File: config.mk
export PLATFORM = sky130hd
export DESIGN_NAME = lock_command_frame_responder_unit
export DESIGN_NICKNAME = d
export VERILOG_FILES = /design/src/hw/rtl/lcfr_pkg.sv /design/src/hw/rtl/lcfr_frame_engine.sv /design/src/hw/rtl/lcfr_reply_tx.sv /design/src/hw/rtl/lock_command_frame_responder_unit.sv
export VERILOG_INCLUDE_DIRS = /design/src /design/src/hw/rtl
export SDC_FILE = /design/constraint.sdc
export NUM_CORES = 1
export LEC_CHECK = 0
export ABC_CLOCK_PERIOD_IN_PS = 10250
export BUFFER_PORTS_ARGS = -buffer_cell sky130_fd_sc_hd__buf_2
export CAP_MARGIN = 20
export CELL_PAD_IN_SITES_DETAIL_PLACEMENT = 0
export CELL_PAD_IN_SITES_GLOBAL_PLACEMENT = 2
export CORE_MARGIN = 8
export CORE_UTILIZATION = 40
export CTS_CLUSTER_DIAMETER = 100
export DETAILED_ROUTE_END_ITERATION = 10
export PLACE_DENSITY_LB_ADDON = 0.1
export SYNTH_ARGS = -nofsm -noshare
export SYNTH_HDL_FRONTEND = slang
export SYNTH_SLANG_ARGS = --single-unit
File: constraint.sdc
create_clock -name clk_i -period 10.25 [get_ports clk_i]
set_input_delay 1.5375 -clock clk_i [delete_from_list [all_inputs] [get_ports clk_i]]
set_output_delay 1.5375 -clock clk_i [all_outputs]
set_load 0.005 [all_outputs]
File: src/hw/rtl/lock_command_frame_responder_unit_macros.svh
// Assertion macros for the lock command frame responder, used by lcfr_reply_tx.sv.
// In synthesis builds the macros expand to nothing.
`ifndef LOCK_COMMAND_FRAME_RESPONDER_UNIT_MACROS_SVH
`define LOCK_COMMAND_FRAME_RESPONDER_UNIT_MACROS_SVH

`ifndef SYNTH
// Checked property, disabled while reset is asserted.
`define LCFR_ASSERT(name, clk, rstn, prop) \
  name: assert property (@(posedge clk) disable iff (!rstn) prop) \
    else $error("lcfr assertion failed");
// Checked property that also holds during reset.
`define LCFR_ASSERT_ALWAYS(name, clk, prop) \
  name: assert property (@(posedge clk) prop) \
    else $error("lcfr assertion failed");
`else
`define LCFR_ASSERT(name, clk, rstn, prop)
`define LCFR_ASSERT_ALWAYS(name, clk, prop)
`endif

`endif

File: src/hw/rtl/lcfr_pkg.sv
`default_nettype none

package lcfr_pkg;

  // Number of lock channels served; feedback and drive stop at pin 18.
  localparam int unsigned Channels      = 18;
  localparam int unsigned PinCount      = 18;
  localparam int unsigned DriveChannels = (Channels < PinCount) ? Channels : PinCount;
  localparam int unsigned VecBits       = 24;
  localparam int unsigned ReplyMax      = 11;
  localparam int unsigned ReplyLenW     = 4;
  localparam int unsigned CfgIndexW     = 2;

  // Channels that have a real feedback pin and a drive bit.
  localparam logic [VecBits-1:0]  FbMask    = VecBits'((25'd1 << DriveChannels) - 25'd1);
  localparam logic [PinCount-1:0] DriveMask = PinCount'((25'd1 << DriveChannels) - 25'd1);

  localparam logic [7:0] CmdFloor    = 8'h80;
  localparam logic [7:0] StateOn     = 8'h11;
  localparam logic [7:0] ReadAllMark = 8'h33;
  localparam logic [7:0] PolInvert   = 8'h01;

  typedef enum logic [7:0] {
    CmdReadState = 8'h80,
    CmdPulseOne  = 8'h8A,
    CmdSetDrive  = 8'h9A,
    CmdClrDrive  = 8'h9B,
    CmdPulseAll  = 8'h9D,
    CmdChipId    = 8'hDD,
    CmdVersion   = 8'hDE,
    CmdSetPol    = 8'hDF,
    CmdGetPol    = 8'hE1
  } cmd_e;

  typedef enum logic [CfgIndexW-1:0] {
    RegDeviceAddress = 2'd0,
    RegChipId        = 2'd1,
    RegFirmware      = 2'd2
  } cfg_reg_e;

  // One complete reply, first byte in data[0].
  typedef struct packed {
    logic [ReplyMax-1:0][7:0] data;
    logic [ReplyLenW-1:0]     len;
    logic [PinCount-1:0]      drive;
    logic [4:0]               pulse_ch;
    logic                     pulse_all;
  } reply_t;

endpackage

`default_nettype wire

File: src/hw/rtl/lcfr_frame_engine.sv
`default_nettype none

module lcfr_frame_engine (
  input  wire logic           clk_i,
  input  wire logic           rst_ni,
  input  wire logic           accept_i,
  input  wire logic [7:0]     rx_byte_i,
  input  wire logic [17:0]    pins_i,
  input  wire logic [7:0]     dev_addr_i,
  input  wire logic [55:0]    chip_id_i,
  input  wire logic [15:0]    fw_ver_i,
  output lcfr_pkg::reply_t    reply_o,
  output logic                reply_valid_o
);
  import lcfr_pkg::*;

  logic [3:0][7:0]      hist_q, hist_d;
  logic [7:0]           pol_q, pol_d;
  logic [PinCount-1:0]  drive_q, drive_d;

  logic [7:0] b0, b1, b2, b3, b4;
  logic [7:0] st, v2, v1, v0;
  logic       frame_match, inv, ch_in_vec, ch_ok, fb;
  logic [4:0] idx;
  logic [VecBits-1:0]  sv;
  logic [PinCount-1:0] ch_bit;
  reply_t rep;

  assign b0 = hist_q[0];
  assign b1 = hist_q[1];
  assign b2 = hist_q[2];
  assign b3 = hist_q[3];
  assign b4 = rx_byte_i;

  // Frame check over the four held bytes and the new one.
  assign frame_match = (b0 >= CmdFloor) && ({1'b0, b1} == ({1'b0, dev_addr_i} + 9'd1)) &&
                       (b4 == (b0 ^ b1 ^ b2 ^ b3));

  // Feedback vector: missing channels read 1, then the polarity inversion.
  assign inv = (pol_q == PolInvert);
  assign sv  = (({6'h3F, pins_i} & FbMask) | ~FbMask) ^ {VecBits{inv}};
  assign v2  = sv[23:16];
  assign v1  = sv[15:8];
  assign v0  = sv[7:0];

  // Single channel feedback and drive bit.
  assign idx       = 5'(b2 - 8'd1);
  assign ch_in_vec = (b2 >= 8'd1) && (b2 <= 8'(VecBits));
  assign fb        = ch_in_vec ? sv[idx] : ~inv;
  assign st        = fb ? StateOn : 8'h00;
  assign ch_ok     = (b2 >= 8'd1) && (b2 <= 8'(DriveChannels));
  assign ch_bit    = ch_ok ? (PinCount'(1) << idx) : '0;

  // Command decode and reply assembly.
  always_comb begin
    rep     = '0;
    hist_d  = {b4, b3, b2, b1};
    pol_d   = pol_q;
    drive_d = drive_q;
    if (frame_match) begin
      hist_d = '0;
      case (cmd_e'(b0))
        CmdPulseOne, CmdSetDrive, CmdClrDrive: begin
          if (cmd_e'(b0) == CmdSetDrive) begin
            drive_d = drive_q | ch_bit;
          end else begin
            drive_d = drive_q & ~ch_bit;
          end
          if (cmd_e'(b0) == CmdPulseOne && ch_ok) begin
            rep.pulse_ch = b2[4:0];
          end
          rep.data[0] = b0;
          rep.data[1] = b1;
          rep.data[2] = b2;
          rep.data[3] = st;
          rep.data[4] = b0 ^ b1 ^ b2 ^ st;
          rep.len     = 4'd5;
        end
        CmdPulseAll: begin
          drive_d       = drive_q & ~DriveMask;
          rep.pulse_all = 1'b1;
          rep.data[0]   = b0;
          rep.data[1]   = b1;
          rep.data[2]   = 8'h00;
          rep.data[3]   = v2;
          rep.data[4]   = v1;
          rep.data[5]   = v0;
          rep.data[6]   = b0 ^ b1 ^ v2 ^ v1 ^ v0;
          rep.len       = 4'd7;
        end
        CmdReadState: begin
          rep.data[0] = b0;
          rep.data[1] = b1;
          if (b2 == 8'h00) begin
            rep.data[2] = v2;
            rep.data[3] = v1;
            rep.data[4] = v0;
            rep.data[5] = ReadAllMark;
            rep.data[6] = b0 ^ b1 ^ v2 ^ v1 ^ v0 ^ ReadAllMark;
            rep.len     = 4'd7;
          end else begin
            rep.data[2] = b2;
            rep.data[3] = st;
            rep.data[4] = b0 ^ b1 ^ b2 ^ st;
            rep.len     = 4'd5;
          end
        end
        CmdChipId: begin
          rep.data[0]  = b0;
          rep.data[1]  = b1;
          rep.data[2]  = b2;
          rep.data[3]  = chip_id_i[55:48];
          rep.data[4]  = chip_id_i[47:40];
          rep.data[5]  = chip_id_i[39:32];
          rep.data[6]  = chip_id_i[31:24];
          rep.data[7]  = chip_id_i[23:16];
          rep.data[8]  = chip_id_i[15:8];
          rep.data[9]  = chip_id_i[7:0];
          rep.data[10] = b0 ^ b1 ^ b2 ^ chip_id_i[55:48] ^ chip_id_i[47:40] ^
                         chip_id_i[39:32] ^ chip_id_i[31:24] ^ chip_id_i[23:16] ^
                         chip_id_i[15:8] ^ chip_id_i[7:0];
          rep.len      = 4'd11;
        end
        CmdVersion: begin
          rep.data[0] = b0;
          rep.data[1] = b1;
          rep.data[2] = fw_ver_i[15:8];
          rep.data[3] = fw_ver_i[7:0];
          rep.data[4] = b0 ^ b1 ^ fw_ver_i[15:8] ^ fw_ver_i[7:0];
          rep.len     = 4'd5;
        end
        CmdSetPol: begin
          pol_d       = b3;
          rep.data[0] = b0;
          rep.data[1] = b1;
          rep.data[2] = StateOn;
          rep.data[3] = StateOn;
          rep.data[4] = b0 ^ b1;
          rep.len     = 4'd5;
        end
        CmdGetPol: begin
          rep.data[0] = b0;
          rep.data[1] = b1;
          rep.data[2] = b2;
          rep.data[3] = pol_q;
          rep.data[4] = b0 ^ b1 ^ b2 ^ pol_q;
          rep.len     = 4'd5;
        end
        default: begin
          rep.len = '0;
        end
      endcase
    end
    rep.drive = drive_d;
  end

  assign reply_o       = rep;
  assign reply_valid_o = accept_i && frame_match && (rep.len != '0);

  // Frame state advances only on an accepted item.
  always_ff @(posedge clk_i or negedge rst_ni) begin
    if (!rst_ni) begin
      hist_q  <= '0;
      pol_q   <= 8'h01;
      drive_q <= '0;
    end else if (accept_i) begin
      hist_q  <= hist_d;
      pol_q   <= pol_d;
      drive_q <= drive_d;
    end
  end

endmodule

`default_nettype wire

File: src/hw/rtl/lcfr_reply_tx.sv
`default_nettype none

`include "lock_command_frame_responder_unit_macros.svh"

module lcfr_reply_tx (
  input  wire logic          clk_i,
  input  wire logic          rst_ni,
  input  lcfr_pkg::reply_t   reply_i,
  input  wire logic          load_i,
  output logic               free_o,
  output logic               m_axis_tvalid,
  input  wire logic          m_axis_tready,
  // tx_byte [7:0], drive_mask [25:8], pulse_channel [30:26], pulse_all [31]
  output logic [31:0]        m_axis_tdata,
  output logic               m_axis_tlast
);
  import lcfr_pkg::*;

  reply_t               reply_q, reply_d;
  logic                 valid_q, valid_d;
  logic [ReplyLenW-1:0] idx_q, idx_d;
  logic                 is_last, first, take;

  assign is_last = (idx_q == ReplyLenW'(reply_q.len - 4'd1));
  assign first   = (idx_q == '0);
  assign take    = valid_q && m_axis_tready;
  assign free_o  = !valid_q || (m_axis_tready && is_last);

  // Output item: pulse requests ride on the first reply byte only.
  assign m_axis_tvalid = valid_q;
  assign m_axis_tlast  = is_last;
  assign m_axis_tdata  = {first ? reply_q.pulse_all : 1'b0,
                          first ? reply_q.pulse_ch : 5'd0,
                          reply_q.drive,
                          reply_q.data[idx_q]};

  // Reply buffer and byte pointer.
  always_comb begin
    reply_d = reply_q;
    valid_d = valid_q;
    idx_d   = idx_q;
    if (take) begin
      if (is_last) begin
        valid_d = 1'b0;
        idx_d   = '0;
      end else begin
        idx_d = idx_q + 4'd1;
      end
    end
    if (load_i) begin
      reply_d = reply_i;
      valid_d = 1'b1;
      idx_d   = '0;
    end
  end

  always_ff @(posedge clk_i or negedge rst_ni) begin
    if (!rst_ni) begin
      valid_q <= 1'b0;
      idx_q   <= '0;
    end else begin
      valid_q <= valid_d;
      idx_q   <= idx_d;
    end
  end

  always_ff @(posedge clk_i) begin
    reply_q <= reply_d;
  end

  `LCFR_ASSERT(a_load_only_when_free, clk_i, rst_ni, load_i |-> free_o)
  `LCFR_ASSERT(a_load_has_bytes, clk_i, rst_ni, load_i |-> (reply_i.len != '0))
  `LCFR_ASSERT(a_idx_in_reply, clk_i, rst_ni, valid_q |-> (idx_q < reply_q.len))
  `LCFR_ASSERT(a_pulse_first_only, clk_i, rst_ni,
    (valid_q && !first) |-> (m_axis_tdata[31:26] == 6'd0))
  `LCFR_ASSERT(a_drain_ends, clk_i, rst_ni,
    (take && is_last && !load_i) |=> !valid_q)

endmodule

`default_nettype wire

File: src/hw/rtl/lock_command_frame_responder_unit.sv
// Lock command frame responder.
// A reply's first byte is offered in the cycle after the check byte is accepted.
// Throughput: one input item per cycle while no reply is pending; a reply's bytes go
// out one per cycle while m_axis_tready is high; the next item is taken with the last.
// Reset (rst_ni low, asynchronous): byte history and drives clear, polarity code 1,
// configuration registers zero, reply buffer empty.
`default_nettype none

module lock_command_frame_responder_unit (
  input  wire logic        clk_i,
  input  wire logic        rst_ni,
  input  wire logic        s_axis_tvalid,
  output logic             s_axis_tready,
  // rx_byte [7:0], feedback_pins [25:8], zero [31:26]
  input  wire logic [31:0] s_axis_tdata,
  output logic             m_axis_tvalid,
  input  wire logic        m_axis_tready,
  // tx_byte [7:0], drive_mask [25:8], pulse_channel [30:26], pulse_all [31]
  output logic [31:0]      m_axis_tdata,
  output logic             m_axis_tlast,
  input  wire logic        cfg_valid_i,
  output logic             cfg_ready_o,
  input  wire logic [1:0]  cfg_index_i,
  input  wire logic [55:0] cfg_data_i
);
  import lcfr_pkg::*;

  logic [7:0]  dev_q;
  logic [55:0] id_q;
  logic [15:0] ver_q;
  logic        accept, reply_valid, free;
  reply_t      reply;

  // Configuration registers, always ready.
  assign cfg_ready_o = 1'b1;

  always_ff @(posedge clk_i or negedge rst_ni) begin
    if (!rst_ni) begin
      dev_q <= '0;
      id_q  <= '0;
      ver_q <= '0;
    end else if (cfg_valid_i) begin
      case (cfg_reg_e'(cfg_index_i))
        RegDeviceAddress: dev_q <= cfg_data_i[7:0];
        RegChipId:        id_q  <= cfg_data_i;
        RegFirmware:      ver_q <= cfg_data_i[15:0];
        default:          ;
      endcase
    end
  end

  // An item is taken whenever the reply buffer is free or draining its last byte.
  assign s_axis_tready = free;
  assign accept        = s_axis_tvalid && free;

  lcfr_frame_engine u_engine (
    .clk_i        (clk_i),
    .rst_ni       (rst_ni),
    .accept_i     (accept),
    .rx_byte_i    (s_axis_tdata[7:0]),
    .pins_i       (s_axis_tdata[25:8]),
    .dev_addr_i   (dev_q),
    .chip_id_i    (id_q),
    .fw_ver_i     (ver_q),
    .reply_o      (reply),
    .reply_valid_o(reply_valid)
  );

  lcfr_reply_tx u_tx (
    .clk_i        (clk_i),
    .rst_ni       (rst_ni),
    .reply_i      (reply),
    .load_i       (reply_valid),
    .free_o       (free),
    .m_axis_tvalid(m_axis_tvalid),
    .m_axis_tready(m_axis_tready),
    .m_axis_tdata (m_axis_tdata),
    .m_axis_tlast (m_axis_tlast)
  );

endmodule

`default_nettype wire
# [Yosys cells after proc, flatten, opt, wreduce, memory -nomap -nowiden]
# Index checks and enable logic that the tools add are counted.
[word_totals] register_bits=259 latch_bits=0 mem_bits_rw=0 romBits=0 in_bits=95 output_inout_bits=36 wordCells=129 mem_count=0
[op_classes] n_addsub=4 multipliers=0 div_mod_pow=0 magnitude_cmp=6 eq_ne=15 shift=1 mux=27 bitwise=23 reduce_logical=27
[op_table] cell="$pmux W40 S7" n=1
[op_table] cell="$xor A8 B8 Y8" n=17
[op_table] cell="$eq A8 B8 Y1 const B" n=9
[op_table] cell="$mux W18" n=3
[op_table] cell="$pmux W16 S3" n=1
[op_table] cell="$pmux W18 S2" n=1
[op_table] cell="$bmux W8 S4" n=1
[op_table] cell="$mux W32" n=1
[op_table] cell="$mux W24" n=1
[op_table] cell="$xor A24 B24 Y24" n=1
[op_table] cell="$and A18 B18 Y18" n=1
[op_table] cell="$not A18 Y18" n=1
[op_table] cell="$or A18 B18 Y18" n=1
[op_table] cell="$shl A1 B5 Y18 const A" n=1
[op_table] cell="$le A8 B5 Y1 const B" n=2
[op_table] cell="$mux W16" n=1
[op_table] cell="$mux W4" n=4
[op_table] cell="$pmux W4 S4" n=1
[op_table] cell="$logic_and A1 B1 Y1" n=10
[op_table] cell="$mux W5" n=2
[op_table] cell="$reduce_and A2 Y1" n=5
[op_table] cell="$add A8 B1 Y9 const B" n=1
[op_table] cell="$eq A8 B9 Y1" n=1
[op_table] cell="$eq A8 B1 Y1 const B" n=1
[op_table] cell="other kinds (27)" n=35

# [Depth between registers and ports, before layout]
[logic_depth] word_depth=10 mapped_depth=12 mapped_depth_nobuf=10

# [By module]
# Synthesis repeated with hierarchy kept, for this count alone.
[hier_totals] cells_unflattened=1330 area_unflattened_um2=14709.1
[modules_own_cells] mod="lcfr_frame_engine" n_inst=1 cells_per_inst=902 area_each_um2=6934.2
[modules_own_cells] mod="lcfr_reply_tx" n_inst=1 cells_per_inst=255 area_each_um2=4760.8
[modules_own_cells] mod="lock_command_frame_responder_unit" n_inst=1 cells_per_inst=173 area_each_um2=3014.1

# [Worst setup path before layout]
# Ideal clock, no wire load.
[synth_timing] kind="input-to-reg" startpoint="input s_axis_tdata[7]" endpoint="register u_tx.reply_q, in the netlist u_tx.m_axis_tdata[10], enable pin" setup_ns=0.599 arrival_time_ns=7.655 t_required_ns=9.651 path_slack_ns=1.996 cell_stages=8 path_buffers=1 cell_sequence="xor2_1 -> xnor2_1 -> nand2_1 -> nor3_1 -> nand4b_1 -> buf_2 -> or2_2 -> nor2_1"
[synth_via] elab_chain_cells=5
[synth_lines] element="start: declaration" line_no="lock_command_frame_responder_unit.sv:15" rtl="input wire logic [31:0] s_axis_tdata,"
[synth_lines] element="$eq A8 B8 Y1 *" line_no="lcfr_frame_engine.sv:37" rtl="(b4 == (b0 ^ b1 ^ b2 ^ b3));"
[synth_lines] element="$logic_and A1 B1 Y1 *" line_no="lcfr_frame_engine.sv:36" rtl="assign frame_match = (b0 >= CmdFloor) && ({1'b0, b1} == ({1'b0, dev_addr_i} + 9'd1)) &&"
[synth_lines] element="$mux W4" line_no="lcfr_frame_engine.sv:60" rtl="if (frame_match) begin"
[synth_lines] element="$reduce_bool A4 Y1" line_no="lcfr_frame_engine.sv:158" rtl="assign reply_valid_o = accept_i && frame_match && (rep.len != '0);"
[synth_lines] element="$logic_and A1 B1 Y1 *" line_no="lcfr_frame_engine.sv:158"
[synth_lines] element="net reply_valid" line_no="lock_command_frame_responder_unit.sv:31" rtl="logic accept, reply_valid, free;"
[synth_lines] element="end signal: assignment" line_no="lcfr_reply_tx.sv:68" rtl="reply_q <= reply_d;"
[synth_lines] element="end: declaration" line_no="lcfr_reply_tx.sv:19" rtl="reply_t reply_q, reply_d;"
# The timed path passes the listed nets; every way through them passes the cells marked *.
# A chain may end at the register's enable or synchronous reset.

# [Worst setup path after layout]
[layout_timing] startpoint="register u_engine.hist_q, in the netlist u_engine.b0[0]" endpoint="register u_tx.reply_q[1] in the netlist's numbering, enable pin"
[layout_via] elab_chain_cells=8
[layout_lines] element="start: declaration" line_no="lcfr_frame_engine.sv:17" rtl="logic [3:0][7:0] hist_q, hist_d;"
[layout_lines] element="start signal: assignment" line_no="lcfr_frame_engine.sv:167" rtl="hist_q <= hist_d;"
[layout_lines] element="$xor A8 B8 Y8 (3 in a row)" line_no="lcfr_frame_engine.sv:37"
[layout_lines] element="$eq A8 B8 Y1" line_no="lcfr_frame_engine.sv:37"
[layout_lines] element="$logic_and A1 B1 Y1" line_no="lcfr_frame_engine.sv:36"
[layout_lines] element="$mux W4" line_no="lcfr_frame_engine.sv:60"
[layout_lines] element="$reduce_bool A4 Y1" line_no="lcfr_frame_engine.sv:158"
[layout_lines] element="$logic_and A1 B1 Y1 *" line_no="lcfr_frame_engine.sv:158"
[layout_lines] element="net reply_valid" line_no="lock_command_frame_responder_unit.sv:31"
# Marks and branches as above.

==> reports/metrics.cfg <==
[cells_and_area]
mostFrequentLayoutCells=141 x dfrtp_1, 126 x nand2_1, 123 x buf_2
num_antenna_cells=0
drive_gt1_share_pct=22.71
area_delta_synth_final_pct=13.57
nets=1502
post-route-util_pct=46.00
layout_commonest_cell=dfrtp_1
fillerInstances=3405

[synth]
ys.flop_type=dfrtp_1
ys.warnings.count=0
async_flop_share_pct=55.21
synthCells=1330
synth_edf_count=116
synth_area_per_cell_um2=10.78
ys_seq_area_share_pct=49.27
syn-cell-area_mm2=0.01434
yosysUniqueCellTypes=71
syn_nets=1434
yosys_register_bits=259

[routing]
first_pass_iters=5
drt-initial-drc-count=867
via_per_inst=5.625
drt_wl_total_um=47310
drc=0
routedWlPerCell_um=25.13
vias=10590
antenna_left=0

[pwr]
internal_power_mw=2.116
p_clk_share_pct=36.7
ir_drop_mv=0.1198
netSwitchingFraction_pct=29.86
pwr-share-comb_pct=20.7
pwr-share-seq_pct=42.6
leakage_nw=6.092
powerDensity_mw_per_mm2=185.3
p_sw_uw=901.0

[grt]
use_met3_pct=3.684
grt_use_met1_pct=31.57
grt_max_degree=88
grt_usage_pct=22.33
use_met2_pct=34.85
busiest_layer=met2
gr-total-overflow=0
grt_pass1_vias=10640
antenna_found_initial=1
grt_pass1_wl_um=70610

[placement]
gp_congestion=0.8909
hpwlAfterDp_um=34060
io_buffers=123

[floorplan]
io_pins=131
rows=69
dieWidth_um=205.3
die-area_mm2=0.04215
fp.dieH_um=205.3
fp.coreArea_mm2=0.03540
start_util_pct=40.50

[worst_setup_path]
crit_path_end_kind=flop
crit_type=flop to flop
cp_max_fo=69
r2r_cells=9
required_ps=10450
start_kind=flop
crit_arrival_ps=5130

[run]
cap_violations=0

[clocking]
clockBufferDepth=3
cts_tree=built
post-cts-setup-buffers=0
h-tree-depth=1
root_buffer=clkbuf_16
clkLatencyLatePin_ps=590
clk_pin_slew_ps=60
cts.hold.buffers_added=0
cts.sinks=259
cts_resized=0
numCtsBuffers=30

[timing]
finClkSkew_ps=14.53
setup_viol=0
hold_violations=0
slew_headroom_pct=26.12
fin_tns_setup_ps=0
finalCriticalPeriod_ps=4932
worst_slew_pin_slew_ps=1104
grt_setup_unrepaired=false
fmax_mhz=202.7
fin_crit_sh_pct=48.12
final-max-slew-violation-count=0

[worst_hold_path]
hold_depth=2
hold_class=flop to flop

[run_status]
run_status=completed

-- stage by stage --
stage	hold WS, ps	std cells	setup slack [ps]	power (mW)	cell area (um^2)
2_1_floorplan	466.3	1330	1996	1.710	14340
3_3_place_gp	488.6	1824	5276	1.921	15210
3_5_place_dp	501.7	1825	5243	1.928	15210
4_1_cts	512.3	1881	5344	3.038	16250
5_1_grt	535.3	1883	5104	3.148	16280
6_report	514.0	1883	5318	3.017	16280
-- state kept, by name (all words and copies together) (netlist names) --
signal and count:
u_engine.b0 8, u_engine.b1 8, u_engine.b2 8, u_tx.reply_q 98
u_tx.idx_q 4, dev_q 8, u_tx.m_axis_tdata 18, u_tx.m_axis_tvalid 1
u_engine.drive_q 18, u_engine.pol_q 8, id_q 56, u_engine.b3 8
ver_q 16
-- path summary, 6_finish.rpt --
check                      slack (ps)                 from             endpoint
setup / recovery                 5320       u_engine.b0[0]      u_tx.reply_q[1]
hold / removal                    510  u_engine.drive_q[7]  u_engine.drive_q[7]
setup reg to reg                 5320       u_engine.b0[0]      u_tx.reply_q[1]
hold reg to reg                   510  u_engine.drive_q[7]  u_engine.drive_q[7]
max in group asynchronous        7940               rst_ni             id_q[52]
min in group asynchronous        1020               rst_ni  u_engine.drive_q[3]
-- logic make-up (layout without fill, tap and decap cells) --
logic type | after synthesis | in the layout | synth area share (%)
simple gates | 347 | 347 | 11.90
flops | 259 | 259 | 49.27
compound gates | 285 | 285 | 12.08
fa+ha+maj | 9 | 9 | 0.7855
buf+inv | 145 | 237 | 4.512
mux | 121 | 121 | 10.87
other cells | 1 | 1 | 0.02616
xor+xnor | 163 | 163 | 10.56
-- cell usage after synthesis, drive strengths merged (6+ instances only) --
cell type / number / area [um^2]
a21oi: 56 / 280.3
a22oi: 15 / 112.6
clkbuf: 65 / 244.0
mux4: 19 / 427.9
mux2: 88 / 990.9
xor2: 35 / 329.1
a221oi: 13 / 113.9
nor4: 9 / 83.83
inv: 35 / 131.4
dfrtp: 142 / 3553
nor2: 76 / 285.3
nand3: 23 / 120.1
ha: 9 / 112.6
mux2i: 14 / 140.1
and2: 46 / 287.8
nor2b: 8 / 50.05
edfxtp: 116 / 3483
nand3b: 6 / 45.04
nor3: 9 / 45.04
nand2: 126 / 473.0
o21ai: 107 / 535.5
xnor2: 124 / 1094
a31oi: 18 / 112.6
o22ai: 30 / 187.7
buf: 45 / 271.5
o211ai: 9 / 67.56
nand2b: 7 / 43.79
-- worst max-delay path, stage by stage (launching register included) --
cell and delay [ps]:
dfrtp_1 890, nand2b_1 240, or4_1 780, and3_1 330
nor2b_1 170, or2_2 290, buf_4 250, nor2_4 140
buf_4 570, buf_4 820
-- layout make-up --
| class | count | area, um^2 | share of cell area (%) |
|---|---|---|---|
| Sequential cell | 259 | 7064 | 43.39 |
| Multi-Input combinational cell | 926 | 6663 | 40.92 |
| Clock buffer | 46 | 944.7 | 5.802 |
| Timing Repair Buffer | 146 | 807.0 | 4.957 |
| Tap cell | 461 | 576.8 | 3.543 |
| Inverter | 35 | 131.4 | 0.8069 |
| Clock inverter | 10 | 95.09 | 0.5840 |
-- power groups by stage --
stage                     registers [mW]  clock network (mW)  logic [mW]
after floorplan                     1.23                   0       0.483
after global placement              1.31                   0       0.616
after detailed placement            1.31                   0       0.621
after CTS                           1.29                1.13       0.623
after global routing                1.30                1.17       0.680
final                               1.29                1.11       0.625
-- metal layers --
metal,vias up,wire [um]
met5,-,0
met4,0,1345
met3,72,3016
met2,345,21460
met1,5303,21490
li1,4872,-
(Power assumes the default switching activity.)
